**config.mk**
```make
export PLATFORM = sky130hd
export DESIGN_NAME = bba_owner_ram
export DESIGN_NICKNAME = d
export VERILOG_FILES = /design/src/rtl/bba_pkg.sv /design/src/rtl/bba_owner_ram.sv
export SDC_FILE = /design/constraint.sdc
export NUM_CORES = 2
export LEC_CHECK = 0
export BUFFER_PORTS_ARGS = -buffer_cell sky130_fd_sc_hd__buf_4
export CORE_MARGIN = 2
export CORE_UTILIZATION = 31
export CTS_CLUSTER_SIZE = 14
export DETAILED_ROUTE_END_ITERATION = 10
export PLACE_DENSITY = 0.49
export SYNTH_ARGS = -nofsm -noshare
export SYNTH_HDL_FRONTEND = slang
export SYNTH_SLANG_ARGS = --single-unit
```
**constraint.sdc**
```tcl
create_clock -name clock -period 3.4 [get_ports clock]
set_input_delay 0.51 -clock clock [delete_from_list [all_inputs] [get_ports clock]]
set_output_delay 0.51 -clock clock [all_outputs]
set_load 0.01 [all_outputs]
```
**src/rtl/bba_pkg.sv**
```systemverilog
// Shared constants for the buddy block allocator: word layouts, defaults, request codes.
// No dependencies.
package bba_pkg;

   localparam int POOL_UNITS_DEF = 1024;
   localparam int MAX_OWNERS_DEF = 256;

   localparam int TREE_AW_DEF  = $clog2(POOL_UNITS_DEF) + 1;
   localparam int MASK_W_DEF   = $clog2(POOL_UNITS_DEF) + 1;
   localparam int OWNER_AW_DEF = $clog2(MAX_OWNERS_DEF);
   localparam int START_W_DEF  = $clog2(POOL_UNITS_DEF);
   localparam int LEVEL_W_DEF  = $clog2(MASK_W_DEF + 1);

   localparam int OWNER_W     = 8;
   localparam int REQ_SIZE_W  = 16;
   localparam int GRANT_W     = 11;
   localparam int BSTART_W    = 10;
   localparam int REQ_TDATA_W = 24;
   localparam int RSP_TDATA_W = 24;

   localparam logic FUNC_ALLOC = 1'b0;
   localparam logic FUNC_FREE  = 1'b1;

endpackage

```
**src/rtl/bba_owner_ram.sv**
```systemverilog
// Owner record store: start unit and tree level of each owner's block.
// Depends on bba_pkg for default widths.
module bba_owner_ram #(
   parameter int ADDR_W  = bba_pkg::OWNER_AW_DEF,
   parameter int START_W = bba_pkg::START_W_DEF,
   parameter int LEVEL_W = bba_pkg::LEVEL_W_DEF
) (
   input  logic               clock,
   input  logic               wr_en,
   input  logic [ADDR_W-1:0]  wr_addr,
   input  logic [START_W-1:0] wr_start,
   input  logic [LEVEL_W-1:0] wr_level,
   input  logic [ADDR_W-1:0]  rd_addr,
   output logic [START_W-1:0] rd_start,
   output logic [LEVEL_W-1:0] rd_level
);

   logic [START_W+LEVEL_W-1:0] mem [2**ADDR_W];
   logic [START_W+LEVEL_W-1:0] rd_ff;

   always_ff @(posedge clock) begin
      if (wr_en) begin
         mem[wr_addr] <= {wr_level, wr_start};
      end
      rd_ff <= mem[rd_addr];
   end

   assign rd_start = rd_ff[START_W-1:0];
   assign rd_level = rd_ff[START_W+LEVEL_W-1:START_W];

endmodule
```
== Yosys cells after proc, flatten, opt, wreduce, memory -nomap -nowiden ==
Memories as Yosys holds them, arrays and structs flattened. A register that Yosys moved wholly into a read port is not among the register bits.
Index checks and enable logic that the tools add are counted.
W data, S select, Z words.
Storage, ports and cells
  register bits: 0
  latch bits: 0
  memory bits (writable): 3584
  ROM bits: 0
  logic and storage cells: 3
  memories kept: 1
Memory list
  mem: depth 256, width 14, read ports 1, clocked after memory_dff 1, wr ports 1, line bba_owner_ram.sv:18  | logic [START_W+LEVEL_W-1:0] mem [2**ADDR_W];
Operators by class
  $add $sub $neg: 0
  $mul: 0
  div/mod/pow operators: 0
  $lt $le $gt $ge: 0
  eq/ne operators: 0
  shift-type cells: 0
  muxes and demuxes: 2
  bitwise operators: 0
  reduce and logical (&&, ||, !) cells: 0
Operator list (count)
  $mux W1: 2

== Longest topological paths before layout ==
  depth after elaboration: 2
  gate-level depth with buffers: 13

== Worst setup path before layout ==
OpenSTA, ideal clock, no wires.
  kind: input port to flip-flop
  from: input port rd_addr[0]
  to: register rd_ff[12], read port of mem
  data arrival time: 2.499 ns
  required time: 3.272 ns
  setup slack: 0.773 ns
  cell stages on the path: 10
  buffers on the path: 5
  path through: buf_6 > buf_6 > buf_6 > buf_6 > buf_2 > mux4_2 > a22oi_1 > a21oi_1 > nor4_1 > nor3_2
RTL lines
  start, declared: line bba_owner_ram.sv:13  | input logic [ADDR_W-1:0] rd_addr,
  end, declared: line bba_owner_ram.sv:19  | logic [START_W+LEVEL_W-1:0] rd_ff;

==> summary.txt <==
Outcome
  – Outcome: completed

Detailed routing
  – WL/cell: 29.87 um
  – Router iterations before antenna repair: 7
  – Total Wirelength: 394700 um
  – Vias after detailed routing: 67660
  – Vias per std cell: 5.120
  – DRC Markers: 0
  – Initial DRC Count: 7499
  – Final ANT Viol Nets: 0

Timing
  – Fin Hold WS: 0.04404 ns
  – Total negative slack: 0 ns
  – Worst Skew: 0.07645 ns
  – Final Cycle Share: 91.40%
  – Max-slew violation count: 0
  – Least-Margin Pin Slew: 1.155 ns
  – Slew headroom: 22.50%
  – Fmax: 321.8 MHz
  – Setup violators final: 0
  – RSZ-0062 raised after global routing: no
  – Final Hold Viols: 0
  – Final setup margin: 0.2926 ns
  – Crit path time final: 3.107 ns

Place
  – Placement Cell Area: 151200 sq um
  – PortBufs: 45
  – Gpl congestion: 0.8046
  – HPWL after detailed placement: 249000 um
  – Inst Count DP: 12480
  – Pre-CTS WS: -0.6902 ns

Synthesis
  – Fraction of the yosys area taken by sequential cells: 77.73%
  – Post-synth EDFFs: 3584
  – Async SR Flop Fraction: 0%
  – Cell Area, Synth: 138800 sq um
  – Synth Register Bits: 3598
  – Top cell type's share of synthesized area: 77.53%
  – Ys Warns: 0
  – Cell taking the most area after synthesis: edfxtp_1
  – Post-synthesis cell type count: 58
  – Syn nets: 6174
  – Mapped Cells: 6142
  – Mean Syn Cell Area: 22.60 sq um
  – Dominant cells by area after synthesis: edfxtp_1 78%, mux4_2 14%, mux2i_1 2.1%
  – Ys flop type: edfxtp_1

Global routing
  – Tot GR Track Use: 17.15%
  – First-pass GRT wire length: 553900 um
  – Grt total ovfl: 0
  – GR Util met1: 24.18%
  – Largest net degree at the start of global routing: 104
  – Initial antenna violation count: 33
  – Most Crowded Layer GR: met2
  – GRT met2 Usage: 27.96%
  – Vias in the first global route: 69610
  – Met3 usage: 2.543%

Critical path
  – Reg2reg end: rd_ff[1]
  – Worst Path Max Fanout: 40
  – Worst setup path end: rd_ff[1]
  – CP Capture Type: register
  – Critical path class: input port to register
  – R2r setup slk: 0.36 ns
  – Worst reg2reg startpoint: mem[41][1]
  – CP Data Arrival Time: 3.95 ns
  – CP Launch Type: input port
  – Required time worst endpoint: 4.24 ns
  – Reg2reg path depth: 7
  – Crit path from: rd_addr[1]

Finish
  – Commonest non-fill, non-tap cell in the layout: edfxtp_1
  – Design area: 163900 sq um
  – Layout Nets: 6989
  – Commonest cells after routing, fill and taps aside: 3584 x edfxtp_1, 859 x mux4_2, 669 x buf_4, 390 x clkbuf_16, 299 x nor2_1
  – Synth-to-layout area growth: 18.09%
  – Fillers: 40650
  – Final Core Density: 36.78%
  – Final non-filler cell total: 13210
  – Share of cells above drive strength 1: 30.76%

Clock tree
  – Clk buf depth: 4
  – Total setup buffers inserted after CTS: 0
  – Root buffer cell: clkbuf_16
  – TritonCTS clock tree: done
  – Inserted Clock Buffers: 388
  – Clk pin slew, worst setup/hold paths: 0.06 ns
  – CTS resizes: 0
  – CTS Sinks: 3598
  – Worst skew pair latency: 1.02 ns
  – H-tree depth: 5
  – Hold-fix buffers at CTS: 10

Power
  – Power Dens Cells: 584.9 nW/um^2
  – P_leak: 51.72 nW
  – Worst vdd ir: 0.4151 mV
  – Total chip power: 95.88 mW

Die
  – Top Ports: 46
  – Core Box Area: 445700 sq um
  – FP Rows: 245
  – Die area: 453200 sq um
  – Die Span Y: 673.2 um
  – Initial Utilization: 31.14%
  – Die width: 673.2 um

Min path
  – Hold path depth: 1
  – Hold Path Class: input port to register
  – HP Start: wr_start[6]

Flow run
  – Max cap viols: 0
-- synth_stat cells (5+ instances only) --
master	number
edfxtp_1	3584
mux4_2	859
nor2_1	301
mux2i_1	290
clkbuf_1	145
a22oi_1	92
a21oi_1	74
buf_2	74
a211oi_1	65
nand2_1	61
o221ai_1	60
buf_6	47
buf_4	42
nor2b_1	36
nand3_1	34
buf_1	33
o22ai_1	33
a22o_1	28
nor4_1	20
nor3_1	19
o21ai_1	16
o21bai_1	15
and2_1	14
buf_12	14
buf_8	14
dfxtp_1	14
a221oi_1	13
o21ai_0	13
mux2_2	10
a221oi_2	9
nand4_1	9
or2_2	9
mux4_1	8
nor4_2	8
a311oi_1	7
a32oi_1	7
nand2b_1	7
a2bb2oi_1	6
a31oi_1	6
o31ai_1	6
a32o_1	5
o2bb2a_1	5
o2bb2ai_1	5
-- critical path: stages --
cell and delay (ns):
buf_8 0.28, buf_12 0.19, buf_12 0.24, nor2b_1 0.45, buf_4 0.23, buf_4 0.20
a221oi_2 0.09, o21ai_1 0.15, a211oi_1 0.09, buf_4 0.17, a311oi_1 0.91, buf_4 0.28
nor4_2 0.05
-- worst min path at each step --
stage,slack [ns],to
floorplan,0.61,mem[0][0]
global placement,0.90,mem[222][0]
detailed placement,0.91,mem[222][0]
CTS,0.007,mem[69][6]
global route,0.01,mem[69][6]
finish,0.04,mem[69][6]
-- logic make-up after synthesis --
logic type | after synthesis | share of synthesized area [%]
AND/OR/NAND/NOR | 531 | 1.748
buffers and inverters | 371 | 1.715
multiplexers | 1167 | 16.26
flip-flops | 3598 | 77.73
AO/OA/AOI/OAI | 475 | 2.546
-- where the power goes --
group | internal [mW] | switching (mW)
Combinational | 1.94 | 3.21
Sequential | 48.9 | 0.121
Clock | 23.9 | 17.8
Total | 74.8 | 21.1
-- routing by layer --
metal | share of wire (%) | up-vias
li1 | - | 27830
met1 | 44 | 37190
met2 | 48 | 2112
met3 | 5.7 | 525
met4 | 2.7 | 10
met5 | 0.017 | -
-- final cells by class --
type | instances | area, sq um | share of cell area (%)
repair buffers | 794 | 7328 | 4.471
flip-flops and latches | 3598 | 107900 | 65.83
well taps | 5928 | 7417 | 4.525
clock inverters | 227 | 2446 | 1.492
clock buffers | 485 | 10170 | 6.202
diodes | 7 | 17.52 | 0.01069
inverters | 2 | 10.01 | 0.006106
multi-input cells | 2173 | 28640 | 17.47
-- sequential cells by signal, summed over array words and instances (netlist names) --
| register | count |
|---|---|
| rd_ff | 14 |
| mem | 3584 |
(Power assumes the default switching activity.)
